--- config.mk ---
export PLATFORM = sky130hd
export DESIGN_NAME = memory_value_search_filter_core
export DESIGN_NICKNAME = d
export VERILOG_FILES = /design/src/hdl/mvsf_pkg.sv /design/src/hdl/mvsf_compare.sv /design/src/hdl/memory_value_search_filter_core.sv
export SDC_FILE = /design/constraint.sdc
export NUM_CORES = 1
export LEC_CHECK = 0
export ABC_AREA = 1
export BUFFER_PORTS_ARGS = -buffer_cell sky130_fd_sc_hd__buf_4
export CAP_MARGIN = 0
export CORE_ASPECT_RATIO = 0.7
export CORE_MARGIN = 4
export CORE_UTILIZATION = 60
export DETAILED_ROUTE_END_ITERATION = 12
export MAX_ROUTING_LAYER = met4
export PLACE_DENSITY = 0.81
export SYNTH_ARGS = -nofsm -noshare
export SYNTH_HDL_FRONTEND = slang
export SYNTH_SLANG_ARGS = --single-unit
--- constraint.sdc ---
create_clock -name clk -period 5.05 [get_ports clk]
set_input_delay 1.2625 -clock clk [delete_from_list [all_inputs] [get_ports clk]]
set_output_delay 1.2625 -clock clk [all_outputs]
set_load 0.01 [all_outputs]
--- src/hdl/mvsf_pkg.sv ---
// Shared types and constants for the memory value search filter.
// No dependencies; used by mvsf_compare and memory_value_search_filter_core.
package mvsf_pkg;

    localparam int ADDR_W      = 21;
    localparam int VALUE_W     = 32;
    localparam int COUNT_W     = 22;
    localparam int MODE_W      = 4;
    localparam int WIDTH_W     = 2;
    localparam int CFG_INDEX_W = 2;
    localparam int CFG_DATA_W  = 32;
    // Wide enough to hold the largest address space size
    localparam int ADDR_CMP_W  = 25;

    localparam int ADDRESS_SPACE_BYTES_DEFAULT = 32'h0020_0000;

    typedef enum logic [MODE_W-1:0] {
        CMP_EQ    = 4'd0,
        CMP_NE    = 4'd1,
        CMP_RANGE = 4'd2,
        CMP_INCBY = 4'd3,
        CMP_DECBY = 4'd4,
        CMP_INC   = 4'd5,
        CMP_DEC   = 4'd6,
        CMP_DIFF  = 4'd7,
        CMP_SAME  = 4'd8
    } cmp_mode_t;

    typedef enum logic [WIDTH_W-1:0] {
        WIDTH_BYTE = 2'd0,
        WIDTH_HALF = 2'd1,
        WIDTH_WORD = 2'd2
    } width_code_t;

    typedef enum logic [CFG_INDEX_W-1:0] {
        CFG_COMPARE_MODE = 2'd0,
        CFG_VALUE_WIDTH  = 2'd1,
        CFG_MATCH_VALUE  = 2'd2,
        CFG_UPPER_BOUND  = 2'd3
    } cfg_index_t;

    typedef struct packed {
        logic [MODE_W-1:0]  compare_mode;
        logic [WIDTH_W-1:0] value_width;
        logic [VALUE_W-1:0] match_value;
        logic [VALUE_W-1:0] upper_bound;
    } cfg_t;

endpackage

--- src/hdl/mvsf_compare.sv ---
// Value compare for one candidate: width masking and the nine compare modes.
// Depends on mvsf_pkg.
module mvsf_compare
(
    input  mvsf_pkg::cfg_t                 cfg,
    input  logic [mvsf_pkg::VALUE_W-1:0]   current_value,
    input  logic [mvsf_pkg::VALUE_W-1:0]   previous_value,
    output logic                           pass
);

    logic [mvsf_pkg::VALUE_W-1:0] mask;
    logic                         wide;
    logic [mvsf_pkg::VALUE_W-1:0] cur_m;
    logic [mvsf_pkg::VALUE_W-1:0] prev_m;
    logic [mvsf_pkg::VALUE_W-1:0] val_m;
    logic [mvsf_pkg::VALUE_W-1:0] hi_m;
    logic [mvsf_pkg::VALUE_W:0]   up_diff;
    logic [mvsf_pkg::VALUE_W:0]   down_diff;

    always_comb
    begin
        unique case (cfg.value_width)
            mvsf_pkg::WIDTH_BYTE:
            begin
                mask = mvsf_pkg::VALUE_W'(8'hFF);
                wide = 1'b0;
            end
            mvsf_pkg::WIDTH_HALF:
            begin
                mask = mvsf_pkg::VALUE_W'(16'hFFFF);
                wide = 1'b0;
            end
            default:
            begin
                // word, and the unused code behaves as word
                mask = '1;
                wide = 1'b1;
            end
        endcase
    end

    assign cur_m  = current_value & mask;
    assign prev_m = previous_value & mask;
    assign val_m  = cfg.match_value & mask;
    assign hi_m   = cfg.upper_bound & mask;

    // top bit is the borrow; narrow widths must not wrap
    assign up_diff   = {1'b0, cur_m} - {1'b0, prev_m};
    assign down_diff = {1'b0, prev_m} - {1'b0, cur_m};

    always_comb
    begin
        unique case (cfg.compare_mode)
            mvsf_pkg::CMP_EQ:    pass = (cur_m == val_m);
            mvsf_pkg::CMP_NE:    pass = (cur_m != val_m);
            mvsf_pkg::CMP_RANGE: pass = (cur_m >= val_m) && (cur_m <= hi_m);
            mvsf_pkg::CMP_INCBY: pass = (wide || !up_diff[mvsf_pkg::VALUE_W])
                                        && (up_diff[mvsf_pkg::VALUE_W-1:0] == val_m);
            mvsf_pkg::CMP_DECBY: pass = (wide || !down_diff[mvsf_pkg::VALUE_W])
                                        && (down_diff[mvsf_pkg::VALUE_W-1:0] == val_m);
            mvsf_pkg::CMP_INC:   pass = (prev_m < cur_m);
            mvsf_pkg::CMP_DEC:   pass = (prev_m > cur_m);
            mvsf_pkg::CMP_DIFF:  pass = (prev_m != cur_m);
            mvsf_pkg::CMP_SAME:  pass = (prev_m == cur_m);
            default:             pass = 1'b0;
        endcase
    end

endmodule

--- src/hdl/memory_value_search_filter_core.sv ---
// Memory value search filter: input register, compare, result register.
// An accepted item is registered in the input register, then in the result register.
// Throughput: one item per cycle unless stalled; in_stall rises only when both the input
// register and the result register hold items and out_stall is high.
// Reset clears the configuration registers, the kept counter and both valids.
// Depends on mvsf_pkg and mvsf_compare.
module memory_value_search_filter_core
#(
    parameter int ADDRESS_SPACE_BYTES = mvsf_pkg::ADDRESS_SPACE_BYTES_DEFAULT
)
(
    input  logic                              clk,
    input  logic                              rst_n,

    input  logic                              cfg_write,
    input  logic [mvsf_pkg::CFG_INDEX_W-1:0]  cfg_index,
    input  logic [mvsf_pkg::CFG_DATA_W-1:0]   cfg_data,

    input  logic                              in_valid,
    output logic                              in_stall,
    input  logic [mvsf_pkg::ADDR_W-1:0]       address,
    input  logic [mvsf_pkg::VALUE_W-1:0]      current_value,
    input  logic [mvsf_pkg::VALUE_W-1:0]      previous_value,
    input  logic                              last_candidate,

    output logic                              out_valid,
    input  logic                              out_stall,
    output logic                              keep,
    output logic [mvsf_pkg::ADDR_W-1:0]       kept_address,
    output logic [mvsf_pkg::COUNT_W-1:0]      kept_count,
    output logic                              pass_done
);

    localparam int COUNT_MAX = (1 << mvsf_pkg::COUNT_W) - 1;
    localparam logic [mvsf_pkg::COUNT_W-1:0] COUNT_LIMIT =
        mvsf_pkg::COUNT_W'((ADDRESS_SPACE_BYTES < COUNT_MAX) ? ADDRESS_SPACE_BYTES : COUNT_MAX);
    localparam logic [mvsf_pkg::ADDR_CMP_W-1:0] ADDR_LIMIT =
        mvsf_pkg::ADDR_CMP_W'(ADDRESS_SPACE_BYTES);

    mvsf_pkg::cfg_t cfg_reg;

    logic                          s1_valid_reg;
    logic [mvsf_pkg::ADDR_W-1:0]   s1_address_reg;
    logic [mvsf_pkg::VALUE_W-1:0]  s1_current_reg;
    logic [mvsf_pkg::VALUE_W-1:0]  s1_previous_reg;
    logic                          s1_last_reg;

    logic                          out_valid_reg;
    logic                          keep_reg;
    logic [mvsf_pkg::ADDR_W-1:0]   kept_address_reg;
    logic [mvsf_pkg::COUNT_W-1:0]  kept_count_reg;
    logic                          pass_done_reg;

    logic [mvsf_pkg::COUNT_W-1:0]  count_reg;
    logic [mvsf_pkg::COUNT_W-1:0]  count_next;
    logic [mvsf_pkg::COUNT_W-1:0]  count_bumped;

    logic in_take;
    logic s1_move;
    logic cmp_pass;
    logic addr_ok;
    logic keep_next;

    // configuration registers
    always_ff @(posedge clk or negedge rst_n)
    begin
        if (!rst_n)
        begin
            cfg_reg <= '0;
        end
        else if (cfg_write)
        begin
            unique case (cfg_index)
                mvsf_pkg::CFG_COMPARE_MODE:
                    cfg_reg.compare_mode <= cfg_data[mvsf_pkg::MODE_W-1:0];
                mvsf_pkg::CFG_VALUE_WIDTH:
                    cfg_reg.value_width  <= cfg_data[mvsf_pkg::WIDTH_W-1:0];
                mvsf_pkg::CFG_MATCH_VALUE:
                    cfg_reg.match_value  <= cfg_data[mvsf_pkg::VALUE_W-1:0];
                mvsf_pkg::CFG_UPPER_BOUND:
                    cfg_reg.upper_bound  <= cfg_data[mvsf_pkg::VALUE_W-1:0];
                default:
                    cfg_reg <= cfg_reg;
            endcase
        end
    end

    // pipeline flow: stage 1 moves when the result register is free or drains
    assign s1_move  = s1_valid_reg && (!out_valid_reg || !out_stall);
    assign in_stall = s1_valid_reg && !s1_move;
    assign in_take  = in_valid && !in_stall;

    always_ff @(posedge clk or negedge rst_n)
    begin
        if (!rst_n)
            s1_valid_reg <= 1'b0;
        else if (in_take)
            s1_valid_reg <= 1'b1;
        else if (s1_move)
            s1_valid_reg <= 1'b0;
    end

    always_ff @(posedge clk)
    begin
        if (in_take)
        begin
            s1_address_reg  <= address;
            s1_current_reg  <= current_value;
            s1_previous_reg <= previous_value;
            s1_last_reg     <= last_candidate;
        end
    end

    mvsf_compare u_compare
    (
        .cfg            (cfg_reg),
        .current_value  (s1_current_reg),
        .previous_value (s1_previous_reg),
        .pass           (cmp_pass)
    );

    assign addr_ok   = (mvsf_pkg::ADDR_CMP_W'(s1_address_reg) < ADDR_LIMIT);
    assign keep_next = addr_ok && cmp_pass;

    // saturating kept counter; cleared after the last item of a pass
    assign count_bumped = (keep_next && (count_reg < COUNT_LIMIT))
                          ? count_reg + 1'b1 : count_reg;

    always_comb
    begin
        count_next = count_reg;
        if (s1_move)
            count_next = s1_last_reg ? '0 : count_bumped;
    end

    always_ff @(posedge clk or negedge rst_n)
    begin
        if (!rst_n)
        begin
            count_reg     <= '0;
            out_valid_reg <= 1'b0;
        end
        else
        begin
            count_reg <= count_next;
            if (s1_move)
                out_valid_reg <= 1'b1;
            else if (!out_stall)
                out_valid_reg <= 1'b0;
        end
    end

    always_ff @(posedge clk)
    begin
        if (s1_move)
        begin
            keep_reg         <= keep_next;
            kept_address_reg <= s1_address_reg;
            kept_count_reg   <= count_bumped;
            pass_done_reg    <= s1_last_reg;
        end
    end

    assign out_valid    = out_valid_reg;
    assign keep         = keep_reg;
    assign kept_address = kept_address_reg;
    assign kept_count   = kept_count_reg;
    assign pass_done    = pass_done_reg;

    // checks
    a_keep_in_space: assert property (@(posedge clk) disable iff (!rst_n)
        (out_valid && keep) |-> (mvsf_pkg::ADDR_CMP_W'(kept_address) < ADDR_LIMIT))
        else $error("kept item outside address space");

    a_clear_after_last: assert property (@(posedge clk) disable iff (!rst_n)
        (s1_move && s1_last_reg) |=> (count_reg == '0))
        else $error("kept counter not cleared after last item");

    a_count_limit: assert property (@(posedge clk) disable iff (!rst_n)
        (count_reg <= COUNT_LIMIT))
        else $error("kept counter above limit");

    a_count_step: assert property (@(posedge clk) disable iff (!rst_n)
        (s1_move && !s1_last_reg) |=> ((count_reg == $past(count_reg))
                                    || (count_reg == $past(count_reg) + 1'b1)))
        else $error("kept counter stepped by more than one");

    a_stall_full: assert property (@(posedge clk) disable iff (!rst_n)
        in_stall |-> (s1_valid_reg && out_valid_reg && out_stall))
        else $error("input stalled while pipeline can move");

endmodule

* Word level (Yosys, flattened, before mapping)
Index checks and enable logic that the tools add are counted.
Storage, ports and cells: bits of input ports 125, register bits 225
Cells by class: mux-type cells 9, bitwise logic cells 4, reductions and logical operators 25, eq/ne operators 19, $lt $le $gt $ge 5, add/subtract/negate cells 3
Operators with widths (count):
- AND 32 bit | 4
- == test 32 bit | 4
- subtractor 32 x 32 -> 33 bit | 2
- != test 32 bit | 2
- one-hot mux 32 bit (2 select lines) | 1
- two-way mux 22 bit | 2
- >= comparator 32 bit | 1
- greater-than comparator 32 bit | 1
- less-or-equal comparator 32 bit | 1
- < comparator 32 bit | 1
- adder 22 x 1 -> 22 bit (second input constant) | 1
- < comparator 22 bit (second input constant) | 1
- == test 4 x 3 -> 1 bit (second input constant) | 4
- one-hot mux 1 bit (9 select lines) | 1
- == test 4 x 2 -> 1 bit (second input constant) | 2
- AND reduction 2 bit | 4
- logical AND 1 bit | 7
- zero test 1 bit | 6
- two-way mux 1 bit | 5
- == test 2 x 1 -> 1 bit (second input constant) | 2
- == test 2 bit (second input constant) | 2
- == test 4 x 1 -> 1 bit (second input constant) | 1
- == test 4 bit (second input constant) | 1
- zero test 2 bit | 2
- other kinds (5) | 7

* Logic depth before layout (Yosys ltp)
Gate-level depths: netlist (run 1).
word-level depth 11, gate-level depth with buffers 32, gate-level depth less buffers 27

* By module
A second synthesis (run 1) with hierarchy kept.
Unflattened totals: cells, all modules 2101, area total of the unflattened synthesis 15447.3 sq um
By module, submodules not included:
- memory_value_search_filter_core | instances 1, cells each 627, area an instance 8149.1 sq um, sequential area each 6286.0 sq um
- mvsf_compare | instances 1, cells each 1474, area an instance 7298.2 sq um, sequential area each 0.0 sq um

* Least setup slack after synthesis (run 1)
No wires, ideal clock.
path type in2reg, start point input out_stall, end point register s1_address_reg[0] in the netlist's numbering, enable pin, arrival 3.151 ns, stages on the path 3, library setup time 0.440 ns, path slack 1.459 ns, cell sequence nand2_1 > o21ai_0 > inv_1
Between the ends: longest elaborated chain between the ends 7
Ends and longest elaborated chain:
- start: declaration | line memory_value_search_filter_core.sv:27 | input logic out_stall,
- zero test 1 bit
- logical OR 1 bit | line memory_value_search_filter_core.sv:89 | assign s1_move = s1_valid_reg && (!out_valid_reg || !out_stall);
- logical AND 1 bit | line memory_value_search_filter_core.sv:89
- zero test 1 bit | line memory_value_search_filter_core.sv:90 | assign in_stall = s1_valid_reg && !s1_move;
- logical AND 1 bit | line memory_value_search_filter_core.sv:90
- zero test 1 bit | line memory_value_search_filter_core.sv:91 | assign in_take = in_valid && !in_stall;
- logical AND 1 bit | line memory_value_search_filter_core.sv:91
- named net in_take | line memory_value_search_filter_core.sv:58 | logic in_take;
- end signal: assignment | line memory_value_search_filter_core.sv:107 | s1_address_reg <= address;
- end: declaration | line memory_value_search_filter_core.sv:43 | logic [mvsf_pkg::ADDR_W-1:0] s1_address_reg;
The timed path passes the listed nets, and every way through them passes these cells. A chain may end at the register's enable or synchronous reset.

* Worst setup path in the final report (run 1)
start point register cfg_reg[65] in the netlist's numbering, end point register kept_count_reg, in the netlist kept_count[1], data pin
Between the ends: longest elaborated chain between the ends 10
Ends and longest elaborated chain:
- start: declaration | line memory_value_search_filter_core.sv:40 | mvsf_pkg::cfg_t cfg_reg;
- start signal: assignment | line memory_value_search_filter_core.sv:83 | cfg_reg <= cfg_reg;
- parallel branches: the longest is 7 deep, another holds subtractor 32 x 32 -> 33 bit
- one-hot mux 1 bit (9 select lines) (*) | line mvsf_compare.sv:53 | unique case (cfg.compare_mode)
- logical AND 1 bit (*) | line memory_value_search_filter_core.sv:126 | assign count_bumped = (keep_next && (count_reg < COUNT_LIMIT))
- two-way mux 22 bit (*) | line memory_value_search_filter_core.sv:127 | ? count_reg + 1'b1 : count_reg;
- named net count_bumped, one bit | line memory_value_search_filter_core.sv:56 | logic [mvsf_pkg::COUNT_W-1:0] count_bumped;
- end signal: assignment | line memory_value_search_filter_core.sv:159 | kept_count_reg <= count_bumped;
- end: declaration | line memory_value_search_filter_core.sv:51 | logic [mvsf_pkg::COUNT_W-1:0] kept_count_reg;
Mark *: on every way through the listed nets, which the timed path passes.

==> metrics.md, run 1 <==
| Metric | Value |
|---|---|
| Top cells by area in the synthesized netlist | `edfxtp_1 (25%), nand2_1 (16%), dfrtp_1 (15%)` |
| Power Internal | `about 0.0040 W` |
| Relative slew slack | `around a fifth` |
| Antenna viol nets, final | `0` |
| R2R Setup Slk | `roughly 0.44 ns` |
| Portion of total power attributed to sequential cells | `between 30% and 40%` |
| Avg Cell Area, Syn | `roughly 7.5 um2` |
| Total Power | `between 0.006 and 0.007 W` |
| Clock Sink Count | `between 200 and 250` |
| Mapped Area | `15,500 um2` |
| CP Capture Point | `kept_count[1]` |
| Unrepaired setup endpoints after global routing | `false` |
| Commonest cells post-synth | `nand2_1 (674), inv_1 (335), nand3_1 (139), edfxtp_1 (131), nor2_1 (128)` |
| All-Layer GR Usage | `about a third` |
| WL per Instance | `18.2 um` |
| Largest register FFs | `70` |
| Mapped Cells | `2,072` |
| Grt ovf | `0` |
| Clock Skew | `0.0283 ns` |
| Most frequent cell after synthesis | `nand2_1` |
| Fmax | `approximately 220 MHz` |
| CTS tree | `built` |
| Setup Viol. Count Final | `0` |
| Tmin final | `about 4.6 ns` |
| Reg clk slew, reported paths | `0.06 ns` |
| FF+latch count, synth | `roughly 230` |
| Crit path capture type | `flip-flop` |
| Synth async-reset ratio | `a little over two fifths` |
| Number of flops mapped to enable cells by yosys | `about 130` |
| R2r startpoint | `cfg_reg[65]` |
| Synth unique cells | `between 40 and 50` |
| Initial core utilization | `between 60% and 70%` |
| Sw frac | `about two fifths` |
| CP max FO | `27` |
| Slew @ Worst Pin | `approximately 1.2 ns` |
| Post-cts hold buffer count | `0` |
| Net Switching | `approximately 0.0027 W` |
| Worst Setup Start Kind | `flip-flop` |
| Crit. Startpoint | `cfg_reg[65]` |
| Final Cell Area | `17,800 um2` |
| H-tree levels | `1` |
| Die X | `roughly 200 um` |
| DR pass1 iterations | `6` |
| Setup WS pre-CTS | `around 0.44 ns` |
| Post CTS Setup Buffer Count | `0` |
| PwrDens | `between 300 and 400 nW/um2` |
| Setup_tns | `0 ns` |
| Die Y | `around 140 um` |
| Die Footprint | `28,500 um2` |
| Ys flop type | `edfxtp_1` |
| Gates resized, CTS repair | `0` |
| CP arrival | `around 4.9 ns` |
| Run status | `completed` |
| Hpwl dp | `about 38,000 um` |
| Count of standard-cell rows | `48` |
| Worst vdd ir | `around 0.29 mV` |
| Final Max Tran Viols | `0` |
| Worst-Skew Late Latency | `0.55 ns` |
| Dpl cells | `about 2,500` |
| Via count | `approximately 15,000` |
| Final Hold Vio Count | `0` |
| Clock Power Share | `roughly a quarter` |
| Vias in the first global route | `13,900` |
| WS Path Type | `reg -> reg` |
| Register area | `roughly 6300 um2` |
| Cell taking the most area after synthesis | `edfxtp_1` |
| Largest net degree at the start of global routing | `71` |
| Final period utilization | `91.3%` |
| Routability cong. | `1.07` |
| CP required | `~5.3 ns` |
| Core Box Area | `25,000 um2` |
| Routed WL | `46,900 um` |
| Gate power share | `about 40%` |
| Multi-input logic area | `7720 um2` |
| Post-place instance area | `about 17,000 um2` |
| Num CTS Buffers | `22` |
| Tightest Hold Check Type | `reg -> reg` |
| Layout filler cell count | `2,020` |
| LEAKAGE | `~9.4 nW` |
| Clk buf depth | `3` |
| Iter 0 DRT Violations | `approximately 1,600` |
| I/O Buffers | `171` |
| Fin nets | `approximately 2,500` |
| First-pass GRT wire length | `roughly 73,000 um` |
| Initial antenna violation count | `1` |
| # IOs | `between 150 and 200` |
| Via-to-Cell Ratio | `about 5.6` |
| Max-Cap Viols | `0` |
| Layout cells sized above 1 | `between 10% and 20%` |
| Final cell count without fillers | `about 2,600` |
| R2R depth | `18` |
| Root Driver | `clkbuf_16` |
| DRC viols | `0` |
| Area grow syn2layout | `14.8%` |
| Critical R2R Capture | `kept_count[1]` |
| Synth Net Count | `roughly 2,300` |
| Top-area cell type share of the netlist area | `about 25%` |
| Post-synthesis sequential area ratio | `40.6%` |
| Yosys warns | `0` |
| Final worst slack | `between 0.4 and 0.5 ns` |
[worst min-delay path by stage]
stage | startpoint | depth (start not counted) | endpoint | slack [ns]
6_report | s1_address_reg[9] | 0 | kept_address[9] | 0.42
5_1_grt | s1_address_reg[6] | 0 | kept_address[6] | 0.42
4_1_cts | s1_address_reg[9] | 0 | kept_address[9] | 0.42
3_5_place_dp | s1_address_reg[12] | 0 | kept_address[12] | 0.40
3_3_place_gp | s1_address_reg[0] | 0 | kept_address[0] | 0.40
2_1_floorplan | s1_address_reg[0] | 0 | kept_address[0] | 0.40
[critical path: stages (launching register included)]
cell and delay, ns:
dfrtp_2 0.47, inv_4 0.12, nand2_4 0.20, nand2_1 0.15, inv_1 0.07, ha_1 0.43, a21oi_1 0.31, nand2_1 0.19
a21oi_1 0.20, nand2_1 0.14, nand2_1 0.12, nand3_1 0.13, nand2_1 0.10, nand2_1 0.16, o21ai_0 0.48, nand3_4 0.37
nand2_4 0.39, nand2_1 0.11, and2_1 0.16
[cells in the final DEF (no fill, tap or decap), types with 6 or more instances in the layout]
cell type,count
ha_1,112
nand2_2,24
xor2_1,43
o21ai_0,113
a21oi_1,94
buf_4,177
clkbuf_16,22
nor2_2,10
xnor2_1,13
nand3_1,137
inv_1,333
clkinv_2,6
inv_2,9
nor2_1,128
nor3_1,14
o21bai_1,6
edfxtp_1,131
dfrtp_1,93
a211oi_1,6
nand3_2,8
nand4_1,31
nand2_1,674
[final cells by class]
cell class                 instances  share of cell area, %
tap                              325                   2.29
clock buffer                      24                   3.19
clock inverter                    16                  0.928
multi-input combinational       1466                   43.4
inverter                         345                   7.30
antenna                            1                 0.0141
timing repair buffer             178                   7.53
sequential                       225                   35.3
[cell families after synthesis]
kind of cell	after synthesis	synth area share, %
flops	225	40.6
buf+inv	381	9.66
fa+ha+maj	114	9.30
simple gates	1057	29.1
compound gates	238	8.11
xor+xnor	57	3.27
[metal layers]
layer / wire length [um] / track usage, %
met1: 20900 / 49.7
met4: 1100 / 7.75
met3: 5580 / 9.54
met2: 19300 / 46.3
met5: 0 / -
[through the flow]
step / hold slack, ns / util, %
3_5_place_dp: 0.405 / 68.1
5_1_grt: 0.424 / 71.0
2_1_floorplan: 0.400 / -
4_1_cts: 0.419 / 71.0
3_3_place_gp: 0.400 / 68.1
6_report: 0.418 / 71.0
[power by group through the flow]
stage          combinational [W]  sequential (W)  clock, W
6_report                 0.00267         0.00233   0.00169
2_1_floorplan            0.00182         0.00232         0
3_5_place_dp             0.00258         0.00235         0
4_1_cts                  0.00260         0.00232   0.00171
5_1_grt                  0.00297         0.00234   0.00179
3_3_place_gp             0.00252         0.00234         0
Note: power is estimated with default switching activity, not from simulation.
==> run 2, diff against run 1 <==
--- a/config.mk
+++ b/config.mk
@@ -7,8 +7,8 @@
 export LEC_CHECK = 0
 export ABC_AREA = 1
 export BUFFER_PORTS_ARGS = -buffer_cell sky130_fd_sc_hd__buf_4
-export CAP_MARGIN = 0
-export CORE_ASPECT_RATIO = 0.7
+export CAP_MARGIN = 10
+export CORE_ASPECT_RATIO = 1.25
 export CORE_MARGIN = 4
 export CORE_UTILIZATION = 60
 export DETAILED_ROUTE_END_ITERATION = 12
==> run 2 against run 1 <==
- critical path depth did not move
- total power rose by 0.14%
- die area about the same
- count of clock-buffer cells in the layout is 5 higher
- maximum frequency up 4.9%
- via count down 2.0%
- first-iteration DRC count down 31%
- global-route usage decreased by 0.54 points
- sequential power is essentially flat
- clock power increased by 3%
==> metrics.md, run 2 (synthesis results as in run 1) <==
| Metric | Value |
|---|---|
| Run status | `completed (unchanged)` |
| Largest register FFs | `70 (unchanged)` |
| Hold path depth | `0 (unchanged)` |
| Tmin final | `4.40 ns (was 4.61 ns)` |
| LEAKAGE | `9.44 nW (was 9.39 nW)` |
| Relative slew slack | `43.8% (was 20.1%)` |
| H-tree levels | `1 (unchanged)` |
| Worst Setup Start Kind | `flip-flop (unchanged)` |
| Critical R2R Capture | `kept_count[1] (unchanged)` |
| CTS tree | `built (unchanged)` |
| Clock Sink Count | `225 (unchanged)` |
| Ant. Diodes | `0 (was 1)` |
| Final cell count without fillers | `2,592 (was 2,580)` |
| Hold EP | `kept_address[9] (unchanged)` |
| R2R Setup Slk | `0.65 ns (was 0.44 ns)` |
| Post-cts hold buffer count | `0 (unchanged)` |
| Final period utilization | `87.1% (was 91.3%)` |
| PwrDens | `375 nW/um2 (was 376 nW/um2)` |
| Setup WS pre-CTS | `0.740 ns (was 0.444 ns)` |
| Count of standard-cell rows | `65 (was 48)` |
| Root Driver | `clkbuf_16 (unchanged)` |
| CP arrival | `4.67 ns (was 4.90 ns)` |
| Hpwl dp | `36,700 um (was 37,500 um)` |
| Vias in the first global route | `14,200 (was 13,900)` |
| Die X | `152 um (was 200 um)` |
| WL per Instance | `18.0 um (was 18.2 um)` |
| Clock Skew | `0.0135 ns (was 0.0283 ns)` |
| Fin nets | `2,479 (was 2,477)` |
| Post CTS Setup Buffer Count | `0 (unchanged)` |
| Largest net degree at the start of global routing | `71 (unchanged)` |
| Crit. Startpoint | `cfg_reg[65] (unchanged)` |
| Routed WL | `46,600 um (was 46,900 um)` |
| Worst vdd ir | `0.385 mV (was 0.295 mV)` |
| Initial antenna violation count | `0 (was 1)` |
| Max-Cap Viols | `0 (unchanged)` |
| Iter 0 DRT Violations | `1,074 (was 1,554)` |
| DR pass1 iterations | `8 (was 6)` |
| CP required | `5.32 ns (was 5.34 ns)` |
| Num CTS Buffers | `23 (was 22)` |
| First-pass GRT wire length | `71,700 um (was 72,800 um)` |
| Final Core Density | `70.5% (was 71.0%)` |
| Worst-Skew Late Latency | `0.52 ns (was 0.55 ns)` |
| Final Hold Vio Count | `0 (unchanged)` |
| Clk buf depth | `3 (unchanged)` |
| WS Path Type | `reg -> reg (unchanged)` |
| Antenna viol nets, final | `0 (unchanged)` |
| Hold WS | `0.422 ns (was 0.418 ns)` |
| Register area | `6290 um2 (unchanged)` |
| Most common cell after layout, fill and taps aside | `nand2_1 (unchanged)` |
| Unrepaired setup endpoints after global routing | `false (unchanged)` |
| Die Y | `188 um (was 142 um)` |
| Initial core utilization | `61.1% (was 61.9%)` |
| Via-to-Cell Ratio | `5.49 (was 5.63)` |
| R2r startpoint | `cfg_reg[65] (unchanged)` |
| Fmax | `227 MHz (was 217 MHz)` |
| Grt ovf | `0 (unchanged)` |
| Layout cells sized above 1 | `12.6% (was 12.4%)` |
| Final worst slack | `0.653 ns (was 0.437 ns)` |
| Setup_tns | `0 ns (unchanged)` |
| Slew @ Worst Pin | `0.838 ns (was 1.20 ns)` |
| Dpl cells | `2,548 (was 2,539)` |
| Worst Hold Launch | `s1_address_reg[9] (unchanged)` |
| # IOs | `172 (unchanged)` |
| Final Max Tran Viols | `0 (unchanged)` |
| CP max FO | `27 (unchanged)` |
| Layout filler cell count | `2,079 (was 2,020)` |
| I/O Buffers | `171 (unchanged)` |
| Reg clk slew, reported paths | `0.06 ns (about the same)` |
| Commonest cells after routing, fill and taps aside | `nand2_1 (674), inv_1 (333), buf_4 (176) (was nand2_1 (674), inv_1 (333), buf_4 (177))` |
| Die Footprint | `28,500 um2 (about the same)` |
| All-Layer GR Usage | `33.2% (was 33.7%)` |
| Area grow syn2layout | `15.4% (was 14.8%)` |
| DRC viols | `0 (unchanged)` |
| Setup Viol. Count Final | `0 (unchanged)` |
| Tightest Hold Check Type | `reg -> reg (unchanged)` |
| R2R depth | `18 (unchanged)` |
| Core Box Area | `25,400 um2 (was 25,000 um2)` |
| Crit path capture type | `flip-flop (unchanged)` |
| Routability cong. | `1.01 (was 1.07)` |
| Multi-input logic area | `7720 um2 (unchanged)` |
| Via count | `14,200 (was 14,500)` |
| Gates resized, CTS repair | `0 (unchanged)` |
==> run 2: power breakdown <==
part / switching, W / total (W) / leakage [nW] / internal (W)
clock network: 0.000727 / 0.00174 / 0.388 / 0.00102
registers: 0.000139 / 0.00231 / 2.47 / 0.00218
logic: 0.00177 / 0.00264 / 6.59 / 0.000867
==> run 2: worst max-delay path by stage <==
stage	end	cells after the start
final	kept_count[1]	18
after global routing	kept_count[0]	18
after CTS	kept_count[1]	18
after detailed placement	kept_count[1]	18
after global placement	kept_count[2]	21
after floorplan	s1_address_reg[0]	3
==> run 2: layout make-up <==
cell class,instances,area share [%]
Clock inverter,13,0.700
Clock buffer,29,3.63
Sequential cell,225,35.2
Timing Repair Buffer,179,7.72
Multi-Input combinational cell,1466,43.2
Inverter,345,7.26
Tap cell,335,2.34
==> run 2: through the flow <==
stage,area (um2),power (W)
final,17900,0.00670
after global routing,17900,0.00713
after CTS,17800,0.00666
after detailed placement,17100,0.00492
after global placement,17100,0.00486
after floorplan,15500,0.00413
==> run 2: per-layer routing <==
layer,vias to the layer above,GRT usage [%],wire [um]
met5,-,-,0
met2,548,56.0,23000
li1,6973,-,-
met3,121,4.98,3460
met1,6594,41.0,18400
met4,0,10.3,1690
==> run 2: critical path, cell delays in order (launching register included) <==
cell     delay (ns)
dfrtp_2        0.49
inv_4          0.11
nand2_4        0.18
nand2_1        0.15
inv_1          0.06
ha_1           0.40
a21oi_1        0.33
nand2_1        0.14
a21oi_1        0.18
nand2_1        0.12
nand2_1        0.13
nand3_1        0.14
nand2_1        0.11
nand2_1        0.06
o21ai_0        0.45
nand3_4        0.40
nand2_4        0.40
nand2_1        0.12
and2_1         0.16
==> run 3, diff against run 2 <==
--- a/config.mk
+++ b/config.mk
@@ -10,10 +10,9 @@
 export CAP_MARGIN = 10
 export CORE_ASPECT_RATIO = 1.25
 export CORE_MARGIN = 4
-export CORE_UTILIZATION = 60
+export CORE_UTILIZATION = 40
 export DETAILED_ROUTE_END_ITERATION = 12
 export MAX_ROUTING_LAYER = met4
-export PLACE_DENSITY = 0.81
 export SYNTH_ARGS = -nofsm -noshare
 export SYNTH_HDL_FRONTEND = slang
 export SYNTH_SLANG_ARGS = --single-unit
==> constraint.sdc (replaced) <==
create_clock -name clk -period 5.05 [get_ports clk]
set_input_delay 0.2525 -clock clk [delete_from_list [all_inputs] [get_ports clk]]
set_output_delay 0.2525 -clock clk [all_outputs]
set_load 0.01 [all_outputs]
==> run 3 against run 2 <==
- wire length grew 4.5%
- hold slack got worse by 0.39 ns
- cell count up 10%
- register-to-register slack better by 0.06 ns
- non-clock buffer count up 106
- sequential share of layout area shrank 2.3 points
- highest routed layer unchanged
- clock power barely moved
- critical endpoint is now kept_count[2]
- largest cell class unchanged
- largest power group unchanged
==> metrics.md, run 3 (synthesis results as in run 1) <==
| Metric | Value |
|---|---|
| Root Driver | `clkbuf_16 (unchanged)` |
| Gates resized, CTS repair | `0 (unchanged)` |
| PwrDens | `352 nW/um2 (was 375 nW/um2)` |
| First-pass GRT wire length | `77,000 um (was 71,700 um)` |
| Die Footprint | `42,000 um2 (was 28,500 um2)` |
| Reg clk slew, reported paths | `0.06 ns (about the same)` |
| Clock Skew | `0.0295 ns (was 0.0135 ns)` |
| Crit path capture type | `flip-flop (unchanged)` |
| CP arrival | `4.63 ns (was 4.67 ns)` |
| Initial antenna violation count | `1 (was 0)` |
| Critical path's slowest cell | `dfrtp_2 (unchanged)` |
| Iter 0 DRT Violations | `831 (was 1,074)` |
| WL per Instance | `17.0 um (was 18.0 um)` |
| WP buf/inv | `3 (was 2)` |
| Most common cell after layout, fill and taps aside | `nand2_1 (unchanged)` |
| Layout cells sized above 1 | `11.9% (was 12.6%)` |
| H-tree levels | `1 (unchanged)` |
| CP max FO | `70 (was 27)` |
| Final Hold Vio Count | `0 (unchanged)` |
| Die Y | `228 um (was 188 um)` |
| Vias in the first global route | `14,400 (was 14,200)` |
| DR pass1 iterations | `5 (was 8)` |
| CTS tree | `built (unchanged)` |
| CP required | `5.34 ns (was 5.32 ns)` |
| Num CTS Buffers | `25 (was 23)` |
| Via-to-Cell Ratio | `4.96 (was 5.49)` |
| # IOs | `172 (unchanged)` |
| CP delay by family, top | `simple AND/OR/NAND/NOR gates (unchanged)` |
| LEAKAGE | `9.87 nW (was 9.44 nW)` |
| Setup WS pre-CTS | `0.671 ns (was 0.740 ns)` |
| Layout filler cell count | `3,747 (was 2,079)` |
| Die X | `184 um (was 152 um)` |
| Run status | `completed (unchanged)` |
| Largest register FFs | `70 (unchanged)` |
| Grt ovf | `0 (unchanged)` |
| Final period utilization | `85.9% (was 87.1%)` |
| Worst-Skew Late Latency | `0.55 ns (was 0.52 ns)` |
| Slew @ Worst Pin | `1.05 ns (was 0.838 ns)` |
| Fin nets | `2,587 (was 2,479)` |
| Antenna viol nets, final | `0 (unchanged)` |
| All-Layer GR Usage | `23.7% (was 33.2%)` |
| Unrepaired setup endpoints after global routing | `false (unchanged)` |
| Routability cong. | `0.955 (was 1.01)` |
| Largest net degree at the start of global routing | `73 (was 71)` |
| Setup_tns | `0 ns (unchanged)` |
| Setup Viol. Count Final | `0 (unchanged)` |
| Initial core utilization | `40.5% (was 61.1%)` |
| Cells along the critical path | `buf_12 -> nand2_1 -> ha_1 -> nand2_1 -> nor2_1 -> nand2_1 -> nor2_2 -> nand4_1 -> nand3_1 -> o22ai_1 -> inv_1 -> nand2_1 -> inv_1 -> nand2_1 -> nor2_2 -> nand3_4 -> nand2_4 -> nand2_1 -> and2_1 (was inv_4 -> nand2_4 -> nand2_1 -> inv_1 -> ha_1 -> a21oi_1 -> nand2_1 -> a21oi_1 -> nand2_1 -> nand2_1 -> nand3_1 -> nand2_1 -> nand2_1 -> o21ai_0 -> nand3_4 -> nand2_4 -> nand2_1 -> and2_1)` |
| Commonest cells after routing, fill and taps aside | `nand2_1 (674), inv_1 (333), buf_4 (176) (unchanged)` |
| Tmin final | `4.34 ns (was 4.40 ns)` |
| I/O Buffers | `171 (unchanged)` |
| Hold WS | `0.0271 ns (was 0.422 ns)` |
| Hpwl dp | `38,800 um (was 36,700 um)` |
| CP dominant cell by count | `nand2_1 (unchanged)` |
| Relative slew slack | `29.9% (was 43.8%)` |
| Worst vdd ir | `0.321 mV (was 0.385 mV)` |
| Area grow syn2layout | `23.4% (was 15.4%)` |
| Final worst slack | `0.712 ns (was 0.653 ns)` |
| Tightest Hold Check Type | `in -> reg (was reg -> reg)` |
| DRC viols | `0 (unchanged)` |
| Count of standard-cell rows | `80 (was 65)` |
| Via count | `14,200 (about the same)` |
| Worst Setup Start Kind | `flip-flop (unchanged)` |
| Fmax | `231 MHz (was 227 MHz)` |
| Clk buf depth | `3 (unchanged)` |
| CP max stage delay | `0.48 ns (was 0.49 ns)` |
| WS Path Type | `reg -> reg (unchanged)` |
| Routed WL | `48,600 um (was 46,600 um)` |
| Core Box Area | `38,200 um2 (was 25,400 um2)` |
| Final Max Tran Viols | `0 (unchanged)` |
| Max-Cap Viols | `0 (unchanged)` |
| Clock Sink Count | `225 (unchanged)` |
run 3: cell types whose count changed in the layout (fill, tap and decap cells not counted), sizes merged:
cell         delta
clkinv          -4
clkbuf          +8
bufinv          -2
inv             +2
dlygate4sd3   +107
diode           +1
buf             -1
run 3: path summary, 6_finish.rpt:
| kind | start | endpoint | slack (ns) | cells after the start |
|---|---|---|---|---|
| min in group asynchronous | rst_n | count_reg[3] | 0.15 | 2 |
| setup reg to reg | cfg_reg[65] | kept_count[2] | 0.71 | 19 |
| max in group asynchronous | rst_n | cfg_reg[65] | 3.65 | 3 |
| setup / recovery | cfg_reg[65] | kept_count[2] | 0.71 | 19 |
| hold / removal | cfg_data[29] | cfg_reg[29] | 0.03 | 3 |
| hold reg to reg | s1_address_reg[8] | kept_address[8] | 0.42 | 0 |
run 3: worst register-to-register path: stages, from the launching register on:
cell	delay, ns
dfrtp_2	0.48
buf_12	0.30
nand2_1	0.23
ha_1	0.43
nand2_1	0.14
nor2_1	0.30
nand2_1	0.14
nor2_2	0.22
nand4_1	0.15
nand3_1	0.16
o22ai_1	0.09
inv_1	0.06
nand2_1	0.05
inv_1	0.04
nand2_1	0.11
nor2_2	0.18
nand3_4	0.30
nand2_4	0.42
nand2_1	0.12
and2_1	0.15
run 3: per-stage QoR:
stage               instance area [um2]  std cells  power [W]  util, %
floorplan                         15500       2072    0.00413        -
finish                            19100       2860    0.00673     50.0
detailed placement                17300       2705    0.00496     45.2
global route                      19100       2860    0.00722     50.0
CTS                               19100       2858    0.00677     50.0
global placement                  17300       2705    0.00494     45.2
run 3: layer usage:
layer	wire [um]	global-route usage, %	part of all wire, %
met1	20700	29.8	43
met2	24300	40.4	50
met3	2290	2.71	4.7
met4	1350	6.24	2.8
met5	0	-	0
run 3: layout make-up:
| type | count | area, um2 | area share [%] |
|---|---|---|---|
| repair buffers | 285 | 2430 | 12.7 |
| multi-input cells | 1466 | 7720 | 40.4 |
| inverters | 345 | 1300 | 6.79 |
| clock buffers | 37 | 701 | 3.66 |
| diodes | 1 | 2.50 | 0.0131 |
| clock inverters | 9 | 66.3 | 0.347 |
| well taps | 492 | 616 | 3.22 |
| flip-flops and latches | 225 | 6290 | 32.9 |
run 3: power breakdown:
group	switching [W]	total, W	internal (W)
Combinational	0.00179	0.00270	0.000916
Clock	0.000751	0.00172	0.000969
Sequential	0.000133	0.00231	0.00218
Total	0.00267	0.00673	0.00406
run 3: timing repair:
item                                   CTS  global route
hold buffers                           107             0
setup buffers                            0             0
endpoints found under the hold margin  145             0
